File: config.mk
export PLATFORM = sky130hd
export DESIGN_NAME = syringe_pump_command_framer
export DESIGN_NICKNAME = d
export VERILOG_FILES = /design/src/design/spcf_pkg.sv /design/src/design/spcf_digits.sv /design/src/design/spcf_builder.sv /design/src/design/spcf_serializer.sv /design/src/design/syringe_pump_command_framer.sv
export VERILOG_INCLUDE_DIRS = /design/src /design/src/design
export SDC_FILE = /design/constraint.sdc
export NUM_CORES = 1
export LEC_CHECK = 0
export BUFFER_PORTS_ARGS = -buffer_cell sky130_fd_sc_hd__buf_2
export CORE_MARGIN = 4
export CORE_UTILIZATION = 30
export DETAILED_ROUTE_END_ITERATION = 10
export PLACE_DENSITY = 0.48
export SLEW_MARGIN = 40
export SYNTH_ARGS = -nofsm -noshare
export SYNTH_HDL_FRONTEND = slang
export SYNTH_SLANG_ARGS = --single-unit
File: constraint.sdc
create_clock -name i_clk -period 6.1 [get_ports i_clk]
set_input_delay 1.22 -clock i_clk [delete_from_list [all_inputs] [get_ports i_clk]]
set_output_delay 1.22 -clock i_clk [all_outputs]
set_load 0.02 [all_outputs]
File: src/design/syringe_pump_command_framer_defines.svh
// ----------------------------------------------------------------------------
// Syringe pump command framer: assertion macros
// Shared concurrent assertion forms; clock and reset are passed in.
// ----------------------------------------------------------------------------
`ifndef SYRINGE_PUMP_COMMAND_FRAMER_DEFINES_SVH
`define SYRINGE_PUMP_COMMAND_FRAMER_DEFINES_SVH

// Same-cycle implication.
`define SPCF_ASSERT_IMPL(lbl, clk, rst_n, ante, cons) \
    lbl: assert property (@(posedge clk) disable iff (!rst_n) (ante) |-> (cons)) \
        else $error("spcf assertion failed");

// Next-cycle implication.
`define SPCF_ASSERT_NEXT(lbl, clk, rst_n, ante, cons) \
    lbl: assert property (@(posedge clk) disable iff (!rst_n) (ante) |=> (cons)) \
        else $error("spcf assertion failed");

`endif

File: src/design/spcf_pkg.sv
`timescale 1ns / 1ps
// ----------------------------------------------------------------------------
// spcf_pkg
// Types and constants shared by the syringe pump command framer.
// ----------------------------------------------------------------------------
package spcf_pkg;

    localparam int FRAME_MAX = 11;
    localparam int LEN_W     = 4;

    typedef enum logic [3:0] {
        ACT_INIT_PROTO  = 4'd0,
        ACT_INIT_VALVE  = 4'd1,
        ACT_INIT_SYR    = 4'd2,
        ACT_GET_POS     = 4'd3,
        ACT_SET_POS     = 4'd4,
        ACT_GET_VEL     = 4'd5,
        ACT_SET_VEL     = 4'd6,
        ACT_GET_ANGLE   = 4'd7,
        ACT_SET_ANGLE   = 4'd8
    } t_action;

    // Register byte addresses
    localparam logic [1:0] REG_PUMP_ADDR = 2'd0;

    localparam logic [3:0]  PUMP_ADDR_RESET = 4'd1;

    // Value limits
    localparam logic [11:0] LIM_POS = 12'd3000;
    localparam logic [11:0] LIM_VEL = 12'd40;
    localparam logic [11:0] LIM_ANG = 12'd345;

    // ASCII
    localparam logic [7:0] ASCII_ZERO  = 8'h30;
    localparam logic [7:0] ASCII_SLASH = 8'h2F;
    localparam logic [7:0] ASCII_CR    = 8'h0D;
    localparam logic [7:0] ASCII_LF    = 8'h0A;

    // Reciprocal multipliers for constant division (exact for 12-bit values)
    localparam logic [12:0] RECIP_10   = 13'd3277;  // >> 15
    localparam logic [12:0] RECIP_100  = 13'd5243;  // >> 19
    localparam logic [12:0] RECIP_1000 = 13'd4195;  // >> 22

    typedef struct packed {
        logic [3:0] d3;
        logic [3:0] d2;
        logic [3:0] d1;
        logic [3:0] d0;
    } t_digits;

    typedef struct packed {
        logic [FRAME_MAX-1:0][7:0] bytes;  // byte 0 goes out first
        logic [LEN_W-1:0]          len;    // zero: command dropped
    } t_frame;

endpackage

File: src/design/spcf_digits.sv
`timescale 1ns / 1ps
// ----------------------------------------------------------------------------
// spcf_digits
// Splits a 12-bit value into four decimal digits by reciprocal multiplies.
// ----------------------------------------------------------------------------
module spcf_digits (
    input  logic [11:0]          i_value,
    output spcf_pkg::t_digits    o_digits
);
    import spcf_pkg::*;

    logic [24:0] w_p10;
    logic [24:0] w_p100;
    logic [24:0] w_p1000;
    logic [8:0]  w_q10;
    logic [5:0]  w_q100;
    logic [2:0]  w_q1000;
    logic [11:0] w_r0;
    logic [8:0]  w_r1;
    logic [5:0]  w_r2;

    assign w_p10   = {13'd0, i_value} * {12'd0, RECIP_10};
    assign w_p100  = {13'd0, i_value} * {12'd0, RECIP_100};
    assign w_p1000 = {13'd0, i_value} * {12'd0, RECIP_1000};

    assign w_q10   = w_p10[23:15];
    assign w_q100  = w_p100[24:19];
    assign w_q1000 = w_p1000[24:22];

    // value - 10*q, with 10*q as (q<<3)+(q<<1)
    assign w_r0 = i_value - ({w_q10, 3'd0} + {2'd0, w_q10, 1'b0});
    assign w_r1 = w_q10 - ({w_q100[5:0], 3'd0} + {2'd0, w_q100, 1'b0});
    assign w_r2 = w_q100 - ({w_q1000, 3'd0} + {2'd0, w_q1000, 1'b0});

    assign o_digits.d0 = w_r0[3:0];
    assign o_digits.d1 = w_r1[3:0];
    assign o_digits.d2 = w_r2[3:0];
    assign o_digits.d3 = {1'b0, w_q1000};

endmodule

File: src/design/spcf_builder.sv
`timescale 1ns / 1ps
// ----------------------------------------------------------------------------
// spcf_builder
// Assembles the full ASCII frame and its length for one command.
// ----------------------------------------------------------------------------
module spcf_builder (
    input  logic [3:0]        i_action,
    input  logic [11:0]       i_value,
    input  logic              i_direction,
    input  logic [3:0]        i_pump_address,
    output spcf_pkg::t_frame  o_frame
);
    import spcf_pkg::*;

    t_digits    w_dig;
    logic [7:0] w_addr;
    logic [7:0] w_a0;
    logic [7:0] w_a1;
    logic [7:0] w_a2;
    logic [7:0] w_a3;

    spcf_digits u_digits (
        .i_value  (i_value),
        .o_digits (w_dig)
    );

    assign w_addr = ASCII_ZERO + {4'd0, i_pump_address};
    assign w_a0   = ASCII_ZERO + {4'd0, w_dig.d0};
    assign w_a1   = ASCII_ZERO + {4'd0, w_dig.d1};
    assign w_a2   = ASCII_ZERO + {4'd0, w_dig.d2};
    assign w_a3   = ASCII_ZERO + {4'd0, w_dig.d3};

    always_comb begin
        o_frame          = '0;
        o_frame.bytes[0] = ASCII_SLASH;
        unique case (t_action'(i_action))
            ACT_INIT_PROTO: begin
                o_frame.bytes[1]  = "1";
                o_frame.bytes[2]  = "h";
                o_frame.bytes[3]  = "3";
                o_frame.bytes[4]  = "0";
                o_frame.bytes[5]  = "0";
                o_frame.bytes[6]  = "0";
                o_frame.bytes[7]  = "1";
                o_frame.bytes[8]  = "R";
                o_frame.bytes[9]  = ASCII_CR;
                o_frame.bytes[10] = ASCII_LF;
                o_frame.len       = 4'd11;
            end
            ACT_INIT_VALVE: begin
                o_frame.bytes[1]  = "1";
                o_frame.bytes[2]  = "h";
                o_frame.bytes[3]  = "2";
                o_frame.bytes[4]  = "0";
                o_frame.bytes[5]  = "0";
                o_frame.bytes[6]  = "0";
                o_frame.bytes[7]  = "0";
                o_frame.bytes[8]  = "R";
                o_frame.bytes[9]  = ASCII_CR;
                o_frame.bytes[10] = ASCII_LF;
                o_frame.len       = 4'd11;
            end
            ACT_INIT_SYR: begin
                o_frame.bytes[1]  = w_addr;
                o_frame.bytes[2]  = "h";
                o_frame.bytes[3]  = "1";
                o_frame.bytes[4]  = "0";
                o_frame.bytes[5]  = "0";
                o_frame.bytes[6]  = "0";
                o_frame.bytes[7]  = "0";
                o_frame.bytes[8]  = "R";
                o_frame.bytes[9]  = ASCII_CR;
                o_frame.bytes[10] = ASCII_LF;
                o_frame.len       = 4'd11;
            end
            ACT_GET_POS: begin
                o_frame.bytes[1] = w_addr;
                o_frame.bytes[2] = "?";
                o_frame.bytes[3] = "R";
                o_frame.bytes[4] = ASCII_CR;
                o_frame.bytes[5] = ASCII_LF;
                o_frame.len      = 4'd6;
            end
            ACT_SET_POS: begin
                if (i_value <= LIM_POS) begin
                    o_frame.bytes[1] = w_addr;
                    o_frame.bytes[2] = "A";
                    o_frame.bytes[3] = w_a3;
                    o_frame.bytes[4] = w_a2;
                    o_frame.bytes[5] = w_a1;
                    o_frame.bytes[6] = w_a0;
                    o_frame.bytes[7] = "R";
                    o_frame.bytes[8] = ASCII_CR;
                    o_frame.bytes[9] = ASCII_LF;
                    o_frame.len      = 4'd10;
                end
            end
            ACT_GET_VEL: begin
                o_frame.bytes[1] = w_addr;
                o_frame.bytes[2] = "?";
                o_frame.bytes[3] = "2";
                o_frame.bytes[4] = "R";
                o_frame.bytes[5] = ASCII_CR;
                o_frame.bytes[6] = ASCII_LF;
                o_frame.len      = 4'd7;
            end
            ACT_SET_VEL: begin
                if (i_value <= LIM_VEL) begin
                    o_frame.bytes[1] = w_addr;
                    o_frame.bytes[2] = "S";
                    o_frame.bytes[3] = w_a1;
                    o_frame.bytes[4] = w_a0;
                    o_frame.bytes[5] = "R";
                    o_frame.bytes[6] = ASCII_CR;
                    o_frame.bytes[7] = ASCII_LF;
                    o_frame.len      = 4'd8;
                end
            end
            ACT_GET_ANGLE: begin
                o_frame.bytes[1]  = w_addr;
                o_frame.bytes[2]  = "?";
                o_frame.bytes[3]  = "2";
                o_frame.bytes[4]  = "5";
                o_frame.bytes[5]  = "0";
                o_frame.bytes[6]  = "0";
                o_frame.bytes[7]  = "0";
                o_frame.bytes[8]  = "R";
                o_frame.bytes[9]  = ASCII_CR;
                o_frame.bytes[10] = ASCII_LF;
                o_frame.len       = 4'd11;
            end
            ACT_SET_ANGLE: begin
                if (i_value <= LIM_ANG) begin
                    o_frame.bytes[1]  = w_addr;
                    o_frame.bytes[2]  = "h";
                    o_frame.bytes[3]  = "2";
                    o_frame.bytes[4]  = i_direction ? "8" : "7";
                    o_frame.bytes[5]  = w_a2;
                    o_frame.bytes[6]  = w_a1;
                    o_frame.bytes[7]  = w_a0;
                    o_frame.bytes[8]  = "R";
                    o_frame.bytes[9]  = ASCII_CR;
                    o_frame.bytes[10] = ASCII_LF;
                    o_frame.len       = 4'd11;
                end
            end
            default: begin
                o_frame.len = '0;
            end
        endcase
    end

endmodule

File: src/design/spcf_serializer.sv
`timescale 1ns / 1ps
// ----------------------------------------------------------------------------
// spcf_serializer
// Frame register that shifts one byte out per output beat.
// ----------------------------------------------------------------------------
module spcf_serializer (
    input  logic              i_clk,
    input  logic              i_rst_n,
    input  logic              i_load_valid,
    input  spcf_pkg::t_frame  i_frame,
    output logic              o_load_ready,
    output logic              o_out_valid,
    input  logic              i_out_ready,
    output logic [7:0]        o_tx_byte,
    output logic              o_last_byte
);
    import spcf_pkg::*;

    logic                      r_valid;
    logic                      n_valid;
    logic [FRAME_MAX-1:0][7:0] r_bytes;
    logic [FRAME_MAX-1:0][7:0] n_bytes;
    logic [LEN_W-1:0]          r_left;
    logic [LEN_W-1:0]          n_left;
    logic                      w_fire;
    logic                      w_done;

    assign o_out_valid  = r_valid;
    assign o_tx_byte    = r_bytes[0];
    assign o_last_byte  = (r_left == LEN_W'(1));
    assign w_fire       = r_valid && i_out_ready;
    assign w_done       = w_fire && o_last_byte;
    assign o_load_ready = !r_valid || w_done;

    always_comb begin
        n_valid = r_valid;
        n_bytes = r_bytes;
        n_left  = r_left;
        priority if (i_load_valid && o_load_ready) begin
            n_valid = 1'b1;
            n_bytes = i_frame.bytes;
            n_left  = i_frame.len;
        end else if (w_done) begin
            n_valid = 1'b0;
        end else if (w_fire) begin
            n_bytes = r_bytes >> 8;
            n_left  = r_left - LEN_W'(1);
        end
    end

    always_ff @(posedge i_clk) begin
        if (!i_rst_n) begin
            r_valid <= 1'b0;
            r_left  <= '0;
        end else begin
            r_valid <= n_valid;
            r_left  <= n_left;
        end
        r_bytes <= n_bytes;
    end

endmodule

File: src/design/syringe_pump_command_framer.sv
`timescale 1ns / 1ps
// ----------------------------------------------------------------------------
// syringe_pump_command_framer
// Turns pump commands into ASCII serial frames, one byte per output beat.
// ----------------------------------------------------------------------------
// Each accepted command produces its whole frame ("/", address digit, body,
// CR LF) as 6 to 11 output beats, one per cycle while o_out_valid and
// i_out_ready are high; o_last_byte marks the line feed. A set command whose
// value is over its limit, or an unused action code, produces no beats and
// is consumed without waiting for the frame register. Throughput is set by
// the frame register that shifts out one byte per beat; a second command
// waits in the command register while the current frame drains, so frames
// leave back to back. The pump address register (byte address 0, reset 1)
// sits on the APB port.
module syringe_pump_command_framer (
    input  logic        i_clk,
    input  logic        i_rst_n,
    // command channel
    input  logic        i_in_valid,
    output logic        o_in_ready,
    input  logic [3:0]  i_action,
    input  logic [11:0] i_value,
    input  logic        i_direction,
    // byte channel
    output logic        o_out_valid,
    input  logic        i_out_ready,
    output logic [7:0]  o_tx_byte,
    output logic        o_last_byte,
    // APB config
    input  logic        psel,
    input  logic        penable,
    input  logic        pwrite,
    input  logic [1:0]  paddr,
    input  logic [31:0] pwdata,
    output logic [31:0] prdata,
    output logic        pready
);
    import spcf_pkg::*;

    // --- config register ---
    logic [3:0] r_pump_address;

    assign pready = 1'b1;
    assign prdata = (paddr == REG_PUMP_ADDR) ? {28'd0, r_pump_address} : 32'd0;

    always_ff @(posedge i_clk) begin
        if (!i_rst_n) begin
            r_pump_address <= PUMP_ADDR_RESET;
        end else if (psel && penable && pwrite && pready && paddr == REG_PUMP_ADDR) begin
            r_pump_address <= pwdata[3:0];
        end
    end

    // --- command register ---
    logic        r_cmd_valid;
    logic        n_cmd_valid;
    logic [3:0]  r_action;
    logic [11:0] r_value;
    logic        r_direction;
    logic        w_in_fire;
    logic        w_move;
    logic        w_load_valid;
    logic        w_load_ready;
    t_frame      w_frame;

    // Frame is built from the registered command; an empty frame is dropped.
    spcf_builder u_builder (
        .i_action       (r_action),
        .i_value        (r_value),
        .i_direction    (r_direction),
        .i_pump_address (r_pump_address),
        .o_frame        (w_frame)
    );

    assign w_load_valid = r_cmd_valid && (w_frame.len != '0);
    assign w_move       = r_cmd_valid && ((w_frame.len == '0) || w_load_ready);
    assign o_in_ready   = !r_cmd_valid || w_move;
    assign w_in_fire    = i_in_valid && o_in_ready;

    always_comb begin
        n_cmd_valid = r_cmd_valid;
        priority if (w_in_fire) begin
            n_cmd_valid = 1'b1;
        end else if (w_move) begin
            n_cmd_valid = 1'b0;
        end
    end

    always_ff @(posedge i_clk) begin
        if (!i_rst_n) begin
            r_cmd_valid <= 1'b0;
        end else begin
            r_cmd_valid <= n_cmd_valid;
        end
        if (w_in_fire) begin
            r_action    <= i_action;
            r_value     <= i_value;
            r_direction <= i_direction;
        end
    end

    // --- byte shifter ---
    spcf_serializer u_serializer (
        .i_clk        (i_clk),
        .i_rst_n      (i_rst_n),
        .i_load_valid (w_load_valid),
        .i_frame      (w_frame),
        .o_load_ready (w_load_ready),
        .o_out_valid  (o_out_valid),
        .i_out_ready  (i_out_ready),
        .o_tx_byte    (o_tx_byte),
        .o_last_byte  (o_last_byte)
    );

    // --- checks ---
`include "syringe_pump_command_framer_defines.svh"

    // the end-of-frame beat is always the line feed
    `SPCF_ASSERT_IMPL(a_last_is_lf, i_clk, i_rst_n, o_out_valid && o_last_byte,
        o_tx_byte == ASCII_LF)
    // no line feed appears inside a frame body
    `SPCF_ASSERT_IMPL(a_body_no_lf, i_clk, i_rst_n, o_out_valid && !o_last_byte,
        o_tx_byte != ASCII_LF)
    // a blocked command holds in its register
    `SPCF_ASSERT_NEXT(a_cmd_holds, i_clk, i_rst_n, r_cmd_valid && !w_move,
        r_cmd_valid && $stable(r_action) && $stable(r_value))

endmodule
### Word level (Yosys, flattened, before mapping)

Cells that the tools add are included.

* reduce and logical (&&, ||, !) cells: 25
* multipliers: 3
* $lt $le $gt $ge: 3
* equal/unequal tests: 10
* add/subtract/negate cells: 12
* bitwise logic cells: 1
* multiplexer cells: 24

Operators by type and width (number)
* one-hot mux 40 bit (9 select lines): 1
* two-way mux 88 bit: 3
* one-hot mux 8 bit (5 select lines): 2
* two-way mux 76 bit: 1
* two-way mux 68 bit: 1
* two-way mux 52 bit: 1
* one-hot mux 16 bit (3 select lines): 1
* two-way mux 4 bit: 8
* adder 6 x 4 -> 7 bit, first input constant: 4
* multiplier 12 x 13 -> 25 bit, second input constant: 1
* one-hot mux 4 bit (6 select lines): 1
* multiplier 12 x 13 -> 23 bit, second input constant: 1
* multiplier 12 x 12 -> 19 bit, second input constant: 1
* equality test 4 x 3 -> 1 bit, second input constant: 4
* adder 4 bit: 3
* less-or-equal comparator 12 bit, second input constant: 1
* less-or-equal comparator 12 x 6 -> 1 bit, second input constant: 1
* less-or-equal comparator 12 x 9 -> 1 bit, second input constant: 1
* subtractor 4 bit: 3
* logical AND 1 bit: 9
* equality test 4 x 1 -> 1 bit, second input constant: 2
* equality test 4 x 2 -> 1 bit, second input constant: 2
* logical NOT 4 bit: 2
* one-hot mux 4 bit (2 select lines): 1
* 14 further kinds: 23

* bits in registers: 115
* word-level logic and storage cells: 96
* input bits: 58

### Depth between registers and ports, before layout

Gate-level depths: netlist of run 1.

* word-level depth: 9
* mapped depth: 26
* mapped depth without buffers: 26

### Modules after synthesis

A second synthesis of run 1 with hierarchy kept.

* cell total of the unflattened synthesis: 1147
* area, all modules: 12445.7 sq um

By module, submodules not included
* spcf_digits: seq. area each 0.0 sq um, times used 1, area an instance 6203.4 sq um, cells each 665
* spcf_serializer: seq. area each 2742.6 sq um, times used 1, area an instance 4152.7 sq um, cells each 242
* spcf_builder: seq. area each 0.0 sq um, times used 1, area an instance 1083.5 sq um, cells each 160
* syringe_pump_command_framer: seq. area each 610.6 sq um, times used 1, area an instance 1006.0 sq um, cells each 80

### Worst setup path after synthesis of run 1

Ideal clock, no wire load.

* path kind: reg-to-reg
* start point: reg r_value[6]
* end point: reg u_serializer.r_bytes[51] in the netlist's numbering, data pin
* path slack: -0.042 ns
* arrival: 5.882 ns
* required time: 5.840 ns
* stages on the path, launching flop included: 27
* clock period less this slack: 6.142 ns
* cell sequence: edfxtp_1 -> inv_1 -> fa_1 -> inv_1 -> ha_1 -> inv_1 -> fa_1 -> inv_1 -> fa_1 -> inv_1 -> fa_1 -> inv_1 -> ha_1 -> a21oi_1 -> o21ai_1 -> o31ai_1 -> o211ai_1 -> xnor2_1 -> inv_1 -> ha_1 -> xor2_1 -> xnor2_1 -> xnor2_1 -> xnor2_1 -> xnor3_1 -> a221oi_1 -> o21ai_1

RTL lines
* from (decl): RTL line syringe_pump_command_framer.sv:58 `logic [11:0] r_value;`
* from (signal assigned): RTL line syringe_pump_command_framer.sv:97 `r_value <= i_value;`
* to (signal assigned): RTL line spcf_serializer.sv:59 `r_bytes <= n_bytes;`
* to (decl): RTL line spcf_serializer.sv:21 `logic [FRAME_MAX-1:0][7:0] r_bytes;`

==> results by group, run 1 <==
Setup path
  – Crit path from: r_value[2]$_DFFE_PP_
  – CP Cell Sequence: buf_4 > buf_4 > ha_1 > fa_2 > inv_1 > fa_1 > fa_2 > fa_1 > inv_1 > ha_1 > nand2_2 > buf_4 > nor2_2 > a311oi_2 > buf_4 > xnor2_2 > ha_2 > xor2_2 > xnor2_2 > xnor2_1 > xnor2_1 > xnor3_2 > a221oi_2 > o21ai_1
  – Largest stage delay, worst path: 0.57 ns
  – Critical path's slowest cell: fa_2
  – WP buf/inv: 6
  – CP endpoint kind: register
  – Critical path's top delay family: adder cells
  – CP required: 6.20 ns
  – RR Startpoint: r_value[2]$_DFFE_PP_
  – CP Class: register to register
  – Type of origin of the critical path: register
  – Largest fanout on the critical path: 4
  – Worst Path Arrival: 6.18 ns
  – CP dominant cell by count: buf_4

Synthesis
  – Number of distinct library cells after synthesis: 63
  – Yosys Warn Count: 0
  – Yosys top cell by area: ha_1
  – Yosys top cell area share: 24.0%
  – Yosys reg bits: 101
  – Post-synth EDFFs: 83
  – Synth Instances: 1056
  – Synthesized area per cell: 10.3 µm²
  – Async SR Flop Fraction: 0%
  – Synth Cell Area: 0.0109 mm²
  – Sequential area share after synthesis: 26.3%
  – Most area-consuming cells after synthesis: ha_1 24%, edfxtp_1 23%, fa_1 17%
  – Ys flop type: edfxtp_1

Layout
  – Fillers: 3599
  – Fraction of final layout cells sized beyond drive strength 1: 24.1%
  – Finished Layout Cells: 1692
  – Final Core Density: 37.4%
  – Synthesis-to-layout area growth: 22.6%
  – Commonest cells after routing, fill and taps aside: 185 x inv_1, 177 x ha_1, 127 x buf_4, 84 x fa_1, 83 x edfxtp_1
  – Commonest non-fill, non-tap cell in the layout: inv_1
  – Nets: 1585
  – N_diodes: 0

Floorplanning
  – Starting Density: 30.5%
  – Die height: 198 µm
  – Chip width: 198 µm
  – Core ar.: 0.0357 mm²
  – IO Pins: 102
  – Cell Rows: 69
  – Die area: 0.0393 mm²

Min path
  – Hold_sp: u_serializer.r_bytes[10]$_DFFE_PP_
  – Hold crit path type: register to register

GRT
  – Vias in the first global route: 7870
  – Largest net degree at the start of global routing: 68
  – Gr ovfl total: 0
  – Initial antenna violation count: 0
  – Tot GR Track Use: 13.9%
  – First-pass GRT wire length: 42.7 mm

CTS
  – Maximum count of clock buffers along a single path: 2
  – TritonCTS buffer count: 9
  – Clock-pin slew on the worst setup and hold paths: 0.07 ns
  – H-tree depth: 3
  – CTS tree: done
  – Clk sinks: 101
  – Clock root buffer master: clkbuf_16
  – Worst-Skew Late Latency: 0.35 ns

Routing
  – DR vias: 7664
  – First-pass DRT Iterations: 5
  – Total routed wirelength: 26.9 mm
  – DRT antenna net count: 0
  – # DRC: 0
  – First DRT Iteration DRCs: 391
  – Routed wire per std cell: 15.9 µm
  – DR vias/cell: 4.53

Placed design
  – Port Buffers: 44
  – Final GP Congestion: 0.868
  – Placed Cells: 1652
  – DP HPWL: 21.9 mm
  – Worst slack, placed: -0.479 ns

Pwr
  – PD cells: 390 mW/mm²
  – Maximum VDD drop: 401 µV
  – Pwr Total: 5.20 mW
  – Pleak: 6.42 nW

Status
  – Status: complete, no violations

STA
  – Endpoints failing setup: 0
  – Slew Limit Fails: 0
  – Count of final hold-check violations: 0
  – Worst-Margin Slew: 0.756 ns
  – Final setup margin: 0.0158 ns
  – Worst slew margin: 49.2%
  – Fin crit period: 6.08 ns
  – Maximum clock frequency: 0.164 GHz
  – Clock Skews: 0.00588 ns
  – RSZ-0062 raised after global routing: true
  – Final period util: 99.7%

Run
  – Max-cap violations: 0
through the flow:
step	hold WS, ns	area, µm²	setup TNS [ns]
floorplan	0.432	11000	0
global placement	0.439	12300	-1.66
detailed placement	0.442	12300	-1.76
CTS	0.457	13100	0
global route	0.484	13300	-1.18
finish	0.454	13300	0
per-layer routing:
| metal | part of all wire, % | up-vias | global-route usage (%) |
|---|---|---|---|
| met2 | 46 | 120 | 22.1 |
| li1 | - | 3814 | - |
| met3 | 3.2 | 25 | 1.89 |
| met1 | 49 | 3705 | 20.0 |
| met5 | 0 | - | 0 |
| met4 | 2.0 | 0 | 3.60 |
worst paths after layout:
| path | end | depth (start not counted) | slack (ns) |
|---|---|---|---|
| worst max-delay path | u_serializer.r_bytes[51]$_DFFE_PP_ | 24 | 0.02 |
| worst min-delay path | u_serializer.o_tx_byte[2]$_SDFFE_PP1P_ | 2 | 0.45 |
| worst max register to register | u_serializer.r_bytes[51]$_DFFE_PP_ | 24 | 0.02 |
| worst min register to register | u_serializer.o_tx_byte[2]$_SDFFE_PP1P_ | 2 | 0.45 |
worst register-to-register path, delay by kind of cell (launching register included):
| family | cells | cell delay [ns] |
|---|---|---|
| adder cells (fa/ha/maj) | 7 | 2.78 |
| XOR/XNOR | 6 | 1.14 |
| buffers and inverters | 6 | 0.69 |
| flip-flops | 1 | 0.51 |
| AO/OA/AOI/OAI | 3 | 0.49 |
| AND/OR/NAND/NOR | 2 | 0.25 |
where the power goes:
part,leakage [nW],switching [mW],internal (mW)
Sequential,0.945,0.0280,0.803
Clock,0.128,0.243,0.286
Combinational,5.35,1.98,1.86
repair_timing:
item	4_1_cts	5_1_grt
pin swaps	62	35
resized for setup	72	26
setup buffers	20	5
setup endpoints to repair	6	8
endpoints found under the hold margin	0	0
hold buffers	0	0
kinds of logic after synthesis:
| group | Yosys count | share of synthesized area, % |
|---|---|---|
| simple gates | 196 | 8.47 |
| flops | 101 | 26.3 |
| other cells | 2 | 0.0691 |
| xor+xnor | 35 | 3.20 |
| buf+inv | 255 | 10.1 |
| fa+ha+maj | 301 | 41.1 |
| compound gates | 159 | 10.1 |
| mux | 7 | 0.645 |
layout make-up:
cell class / count / area, µm² / share of cell area (%)
Clock buffer: 12 / 246 / 1.85
Tap cell: 461 / 577 / 4.33
Sequential cell: 101 / 2850 / 21.4
Timing Repair Buffer: 186 / 1340 / 10.1
Inverter: 200 / 751 / 5.64
Clock inverter: 4 / 23.8 / 0.179
Multi-Input combinational cell: 728 / 7520 / 56.5
synth_stat cells, types with 5 or more instances:
cell type,count
or2_2,7
mux2i_1,7
o21ai_1,6
nand3_1,14
nor2b_1,10
edfxtp_1,83
a211oi_1,6
dfxtp_1,18
xor2_1,10
xnor2_1,22
nand4_1,5
a21oi_1,35
fa_1,93
inv_1,200
o31ai_1,5
and2_1,18
a22o_1,9
nor2_1,37
nand2_1,80
ha_1,208
buf_4,38
nor3_1,7
nand2b_1,5
clkbuf_1,14
a221oi_1,5
a21o_1,18
o21ai_0,27
state kept, by name, indices dropped and copies added (netlist names):
name                      count
u_serializer.o_tx_byte        8
r_cmd_valid                   1
r_direction                   1
u_serializer.r_bytes         66
u_serializer.o_out_valid      1
r_value                      12
r_pump_address                4
u_serializer.r_left           4
r_action                      4
Note: power is estimated with default switching activity, not from simulation.
==> inputs of run 2 (changes only) <==
--- a/config.mk
+++ b/config.mk
@@ -10,8 +10,10 @@
 export CORE_MARGIN = 4
 export CORE_UTILIZATION = 30
 export DETAILED_ROUTE_END_ITERATION = 10
-export PLACE_DENSITY = 0.48
+export GPL_TIMING_DRIVEN = 0
+export PLACE_DENSITY = 0.47
 export SLEW_MARGIN = 40
 export SYNTH_ARGS = -nofsm -noshare
 export SYNTH_HDL_FRONTEND = slang
+export SYNTH_HIERARCHICAL = 1
 export SYNTH_SLANG_ARGS = --single-unit
==> run 2 against run 1 <==
Net effect: the run now ends with setup timing left; largest power group unchanged; via count grew 9.1%; register-to-register slack lost 0.38 ns; count of clock-buffer cells in the layout grew 5; combinational power grew 29%; critical path depth is the same; final cell count grew 12%.
==> results by group, run 2 <==
Status
  – Failing checks: setup timing
  – Status: complete, but fails checks

Placed design
  – Placed Cells: 1787
  – DP HPWL: 23.3 mm
  – Worst slack, placed: -0.947 ns
  – Port Buffers: 43
  – Final GP Congestion: 0.851
  – Placed inst area: 0.0139 mm²

Layout
  – Final Core Density: 38.2%
  – Final Instance Area: 0.0156 mm²
  – Nets: 1693
  – Synthesis-to-layout area growth: 25.6%
  – Most flop-heavy register: u_serializer/r_bytes
  – N_diodes: 0
  – Finished Layout Cells: 1895
  – Max reg flops: 80
  – Commonest cells after routing, fill and taps aside: 206 x inv_1, 163 x ha_1, 153 x buf_4, 105 x edfxtp_1, 91 x fa_1
  – Fraction of final layout cells sized beyond drive strength 1: 32.8%
  – Commonest non-fill, non-tap cell in the layout: inv_1

Pwr
  – Clk pwr share: 14.7%
  – Maximum VDD drop: 478 µV
  – Register share of total power: 14.4%
  – PD cells: 448 mW/mm²
  – Pwr Total: 7.00 mW
  – Net Switching: 2.98 mW
  – Cell internal pwr: 4.02 mW
  – Pleak: 7.40 nW
  – Combinational Power Share: 70.8%
  – Sw Share: 42.6%

Floorplanning
  – IO Pins: 102
  – Starting Density: 30.4%
  – Die height: 212 µm
  – Cell Rows: 74
  – Core ar.: 0.0409 mm²
  – Chip width: 212 µm
  – Die area: 0.0448 mm²

STA
  – Clock Skews: 0.0136 ns
  – Endpoints failing setup: 4
  – RSZ-0062 raised after global routing: true
  – Worst-Margin Slew: 0.769 ns
  – Final period util: 106%
  – Fin crit period: 6.47 ns
  – Final setup margin: -0.367 ns
  – Maximum clock frequency: 0.155 GHz
  – Fin Hold WS: 0.484 ns
  – Slew Limit Fails: 0
  – Count of final hold-check violations: 0
  – Sum of negative setup slack: -1.23 ns
  – Worst slew margin: 48.5%

Synthesis
  – Yosys top cell by area: edfxtp_1
  – Synth Cell Area: 0.0124 mm²
  – Yosys Warn Count: 6
  – Yosys top cell area share: 25.3%
  – Most area-consuming cells after synthesis: edfxtp_1 25%, ha_1 19%, fa_1 15%
  – Synth cell count leaders: 221 x inv_1, 193 x ha_1, 105 x edfxtp_1, 92 x fa_1, 86 x buf_4
  – Ys flop type: edfxtp_1
  – Post-synth EDFFs: 105
  – Async SR Flop Fraction: 0%
  – Sequential area share after synthesis: 26.9%
  – Synth Instances: 1147
  – Number of distinct library cells after synthesis: 75
  – Count leader, synth: inv_1
  – Yosys reg bits: 115
  – Synthesized area per cell: 10.9 µm²

Setup path
  – CP Class: register to register
  – Type of origin of the critical path: register
  – Crit path from: r_value[10]$_DFFE_PP_
  – CP required: 6.26 ns
  – CP endpoint kind: register
  – Worst setup endpoint: u_serializer/r_bytes[43]$_DFFE_PP_
  – Worst r2r path cells: 24
  – Worst Path Arrival: 6.63 ns
  – Largest fanout on the critical path: 4
  – RR Startpoint: r_value[10]$_DFFE_PP_
  – Reg2reg setup slack: -0.37 ns
  – Reg2reg end: u_serializer/r_bytes[43]$_DFFE_PP_

Routing
  – First DRT Iteration DRCs: 336
  – First-pass DRT Iterations: 4
  – Routed wire per std cell: 15.5 µm
  – DR vias: 8364
  – DRT antenna net count: 0
  – # DRC: 0
  – DR vias/cell: 4.41
  – Total routed wirelength: 29.3 mm

Min path
  – Hold crit path type: register to register

CTS
  – Clock root buffer master: clkbuf_16
  – Worst-Skew Late Latency: 0.42 ns
  – Maximum count of clock buffers along a single path: 2
  – H-tree depth: 4
  – CTS tree: done
  – TritonCTS buffer count: 17
  – Clk sinks: 115
  – Clock-pin slew on the worst setup and hold paths: 0.06 ns
  – CTS Hold Buffers Added: 0

GRT
  – Tot GR Track Use: 13.3%
  – Vias in the first global route: 8534
  – First-pass GRT wire length: 46.8 mm
  – Gr ovfl total: 0
  – Largest net degree at the start of global routing: 21
  – Initial antenna violation count: 0

Run
  – Max-cap violations: 0
-- run 2: cell types whose count changed in the layout (fill, tap and decap cells not counted), moves of 14 or more --
cell	before	now
edfxtp_1	83	105
mux2_2	0	69
inv_1	185	206
o21ai_0	25	11
ha_1	177	163
buf_4	127	153
conb_1	30	59
nor2_1	36	22
nand2_1	79	31
-- run 2: worst max-delay path, cell delays in order, from the launching register on --
cell and delay (ns):
edfxtp_1 0.48, buf_12 0.18, ha_4 0.27, inv_2 0.06, fa_1 0.62, inv_2 0.06
fa_1 0.54, inv_1 0.05, fa_1 0.47, fa_1 0.55, inv_1 0.07, ha_4 0.25
a21oi_2 0.19, o21ai_4 0.11, a211oi_4 0.28, a211o_1 0.24, or2_4 0.15, inv_2 0.04
ha_4 0.15, xnor2_2 0.13, xnor2_1 0.20, xnor2_1 0.15, xnor3_2 0.34, a221o_1 0.37
mux2_2 0.27
-- run 2: cell type report --
class                           instances  area [µm²]
Tap cell                              532         666
Clock inverter                         15         181
Buffer                                109         802
Clock buffer                           17         425
Sequential cell                       115        3350
Inverter                              222         845
Multi-Input combinational cell        755        8330
Fill cell                            4060       25300
Timing Repair Buffer                  130        1030
-- run 2: cell families after synthesis --
logic type	after synthesis	synth area share, %
compound gates	124	7.66
xor+xnor	36	2.75
fa+ha+maj	285	34.2
buf+inv	331	13.2
flops	115	26.9
mux	87	7.81
other cells	5	0.151
simple gates	164	7.32
-- run 2: power by group through the flow --
| stage | clock network (mW) | logic [mW] | registers, mW |
|---|---|---|---|
| after CTS | 1.06 | 4.24 | 1.01 |
| after global routing | 1.10 | 5.48 | 1.02 |
| after floorplan | 0 | 2.80 | 1.04 |
| after global placement | 0 | 3.63 | 1.07 |
| after detailed placement | 0 | 3.69 | 1.05 |
| final | 1.03 | 4.96 | 1.01 |
-- run 2: per-layer routing --
metal  wire (µm)  global-route usage, %  vias up
met4         330                   2.29        0
met1       14600                   19.5     4002
met3        1050                   2.07       21
met5           0                      0        -
met2       13400                   21.1      152
li1            -                      -     4189
-- run 2: worst min path at each step --
| stage | start | slack (ns) | endpoint | cells after the start |
|---|---|---|---|---|
| 2_1_floorplan | r_pump_address[1]$_SDFFE_PN0P_ | 0.44 | r_pump_address[1]$_SDFFE_PN0P_ | 2 |
| 3_3_place_gp | r_pump_address[2]$_SDFFE_PN0P_ | 0.47 | r_pump_address[2]$_SDFFE_PN0P_ | 2 |
| 3_5_place_dp | r_pump_address[2]$_SDFFE_PN0P_ | 0.48 | r_pump_address[2]$_SDFFE_PN0P_ | 2 |
| 4_1_cts | r_pump_address[2]$_SDFFE_PN0P_ | 0.49 | r_pump_address[2]$_SDFFE_PN0P_ | 2 |
| 5_1_grt | r_pump_address[2]$_SDFFE_PN0P_ | 0.51 | r_pump_address[2]$_SDFFE_PN0P_ | 2 |
| 6_report | r_pump_address[2]$_SDFFE_PN0P_ | 0.48 | r_pump_address[2]$_SDFFE_PN0P_ | 2 |
-- run 2: repair_timing --
action,CTS,global route
cloned,0,0
pin swaps,30,59
setup buffers,54,23
gates resized for setup,36,55
endpoints found under the setup margin,13,13
==> inputs of run 3 (changes only) <==
--- a/config.mk
+++ b/config.mk
@@ -12,6 +12,7 @@
 export DETAILED_ROUTE_END_ITERATION = 10
 export GPL_TIMING_DRIVEN = 0
 export PLACE_DENSITY = 0.47
+export SETUP_SLACK_MARGIN = 0.15
 export SLEW_MARGIN = 40
 export SYNTH_ARGS = -nofsm -noshare
 export SYNTH_HDL_FRONTEND = slang
==> run 3 against run 2 <==
Net effect: non-clock buffer count decreased by 10; register-to-register slack got worse by 0.04 ns; sequential share of layout area grew 0.24 points; sequential power is essentially flat; maximum frequency fell by 0.59%; the run still ends with setup timing left; count of clock-buffer cells in the layout unchanged; core utilization fell by 0.42 points.
==> results by group, run 3 (synthesis results as in run 2) <==
Floorplanning
  – Core ar.: 0.0409 mm²
  – Cell Rows: 74
  – Starting Density: 30.4%
  – Chip width: 212 µm
  – Die area: 0.0448 mm²
  – Die height: 212 µm
  – IO Pins: 102

Routing
  – DR vias: 8260
  – First DRT Iteration DRCs: 318
  – First-pass DRT Iterations: 5
  – # DRC: 0
  – DR vias/cell: 4.38
  – DRT antenna net count: 0
  – Total routed wirelength: 29.3 mm
  – Routed wire per std cell: 15.5 µm

Placed design
  – Port Buffers: 43
  – Placed inst area: 0.0139 mm²
  – Final GP Congestion: 0.851
  – DP HPWL: 22.9 mm

Pwr
  – Net Switching: 2.94 mW
  – Sw Share: 42.7%
  – Clk pwr share: 14.2%
  – Cell internal pwr: 3.93 mW
  – Maximum VDD drop: 428 µV
  – PD cells: 444 mW/mm²
  – Pwr Total: 6.87 mW
  – Register share of total power: 14.7%
  – Pleak: 7.34 nW
  – Combinational Power Share: 71.1%

CTS
  – H-tree depth: 4
  – Worst-Skew Late Latency: 0.41 ns
  – CTS tree: done
  – CTS Hold Buffers Added: 0
  – Clock-pin slew on the worst setup and hold paths: 0.06 ns
  – Clock root buffer master: clkbuf_16
  – Clk sinks: 115
  – Maximum count of clock buffers along a single path: 2
  – TritonCTS buffer count: 17

STA
  – Clock Skews: 0.0153 ns
  – Worst-Margin Slew: 0.701 ns
  – Worst slew margin: 53.1%
  – Endpoints failing setup: 4
  – Count of final hold-check violations: 0
  – Maximum clock frequency: 0.154 GHz
  – Fin Hold WS: 0.479 ns
  – Final period util: 107%
  – Slew Limit Fails: 0
  – RSZ-0062 raised after global routing: true
  – Fin crit period: 6.51 ns
  – Final setup margin: -0.406 ns

GRT
  – Largest net degree at the start of global routing: 20
  – Gr ovfl total: 0
  – Vias in the first global route: 8439
  – First-pass GRT wire length: 46.9 mm
  – Initial antenna violation count: 0
  – Tot GR Track Use: 13.4%

Layout
  – Footprint of the multi-input gates: 0.00829 mm²
  – Commonest cells after routing, fill and taps aside: 206 x inv_1, 165 x ha_1, 143 x buf_4, 105 x edfxtp_1, 90 x fa_1
  – Max reg flops: 80
  – Reg area: 0.00335 mm²
  – Most flop-heavy register: u_serializer/r_bytes
  – Commonest non-fill, non-tap cell in the layout: inv_1
  – Fillers: 4095
  – N_diodes: 0
  – Nets: 1683
  – Synthesis-to-layout area growth: 24.2%
  – Fraction of final layout cells sized beyond drive strength 1: 32.4%
  – Final Instance Area: 0.0155 mm²

Setup path
  – Worst Path Arrival: 6.66 ns
  – Largest fanout on the critical path: 4
  – CP required: 6.26 ns
  – Critical path's slowest cell: fa_1
  – Critical path's top delay family: adder cells
  – Crit path from: r_value[5]$_DFFE_PP_
  – RR Startpoint: r_value[5]$_DFFE_PP_
  – Largest stage delay, worst path: 0.58 ns
  – Type of origin of the critical path: register
  – WP buf/inv: 3
  – CP Cell Sequence: buf_6 > fa_1 > ha_1 > xor2_1 > ha_1 > fa_1 > inv_1 > fa_1 > inv_1 > ha_1 > o21ai_0 > nor2_1 > nand4_1 > and3_4 > a311o_1 > ha_4 > o21ai_2 > mux2i_1 > xnor3_1 > a221o_1 > mux2_2
  – Reg2reg setup slack: -0.41 ns
  – CP Class: register to register
  – CP endpoint kind: register

Min path
  – Hold_sp: r_pump_address[1]$_SDFFE_PN0P_
  – Hold crit path type: register to register

Run
  – Max-cap violations: 0

Status
  – Failing checks: setup timing
  – Status: complete, but fails checks
run 3: worst min-delay path, stage by stage (launching register included):
cell,delay [ns]
dfxtp_1,0.32
nand2_1,0.06
mux2i_1,0.05
run 3: cell type report:
class                      count  share of cell area (%)
buffer                       109                    5.19
clock buffer                  17                    2.75
clock inverter                15                    1.04
inverter                     222                    5.45
multi-input combinational    755                    53.6
sequential                   115                    21.7
tap                          532                    4.31
timing repair buffer         120                    5.96
run 3: routing by layer:
layer  track usage (%)  share of wire, %
met1              20.0                51
met2              21.2                46
met3              1.79               3.1
met4              1.80              0.49
met5                 0                 0
run 3: metrics by stage:
| step | setup TNS (ns) | setup WS, ns | instances | util (%) |
|---|---|---|---|---|
| floorplan | 0 | 0.0387 | 1201 | - |
| global placement | -109.83 | -1.18 | 1776 | 33.6 |
| detailed placement | -5.90 | -1.04 | 1787 | 34.0 |
| CTS | -1.59 | -0.516 | 1865 | 36.6 |
| global route | -1.94 | -0.524 | 1885 | 37.8 |
| finish | -1.30 | -0.406 | 1885 | 37.8 |
run 3: timing repair:
item	in CTS	in global routing
endpoints found under the setup margin	14	13
pin swaps	24	47
buffers inserted	46	20
gates resized for setup	23	57
run 3: path summary, 6_finish.rpt:
path,end,cells after the start
hold reg to reg,r_pump_address[1]$_SDFFE_PN0P_,2
hold / removal,r_pump_address[1]$_SDFFE_PN0P_,2
setup reg to reg,u_serializer/r_bytes[43]$_DFFE_PP_,21
setup / recovery,u_serializer/r_bytes[43]$_DFFE_PP_,21
run 3: power groups by stage:
stage | sequential (mW) | clock, mW | combinational [mW]
after floorplan | 1.04 | 0 | 2.86
after global placement | 1.07 | 0 | 3.70
after CTS | 1.01 | 1.00 | 4.08
after detailed placement | 1.05 | 0 | 3.76
final | 1.01 | 0.972 | 4.89
after global routing | 1.02 | 1.04 | 5.43
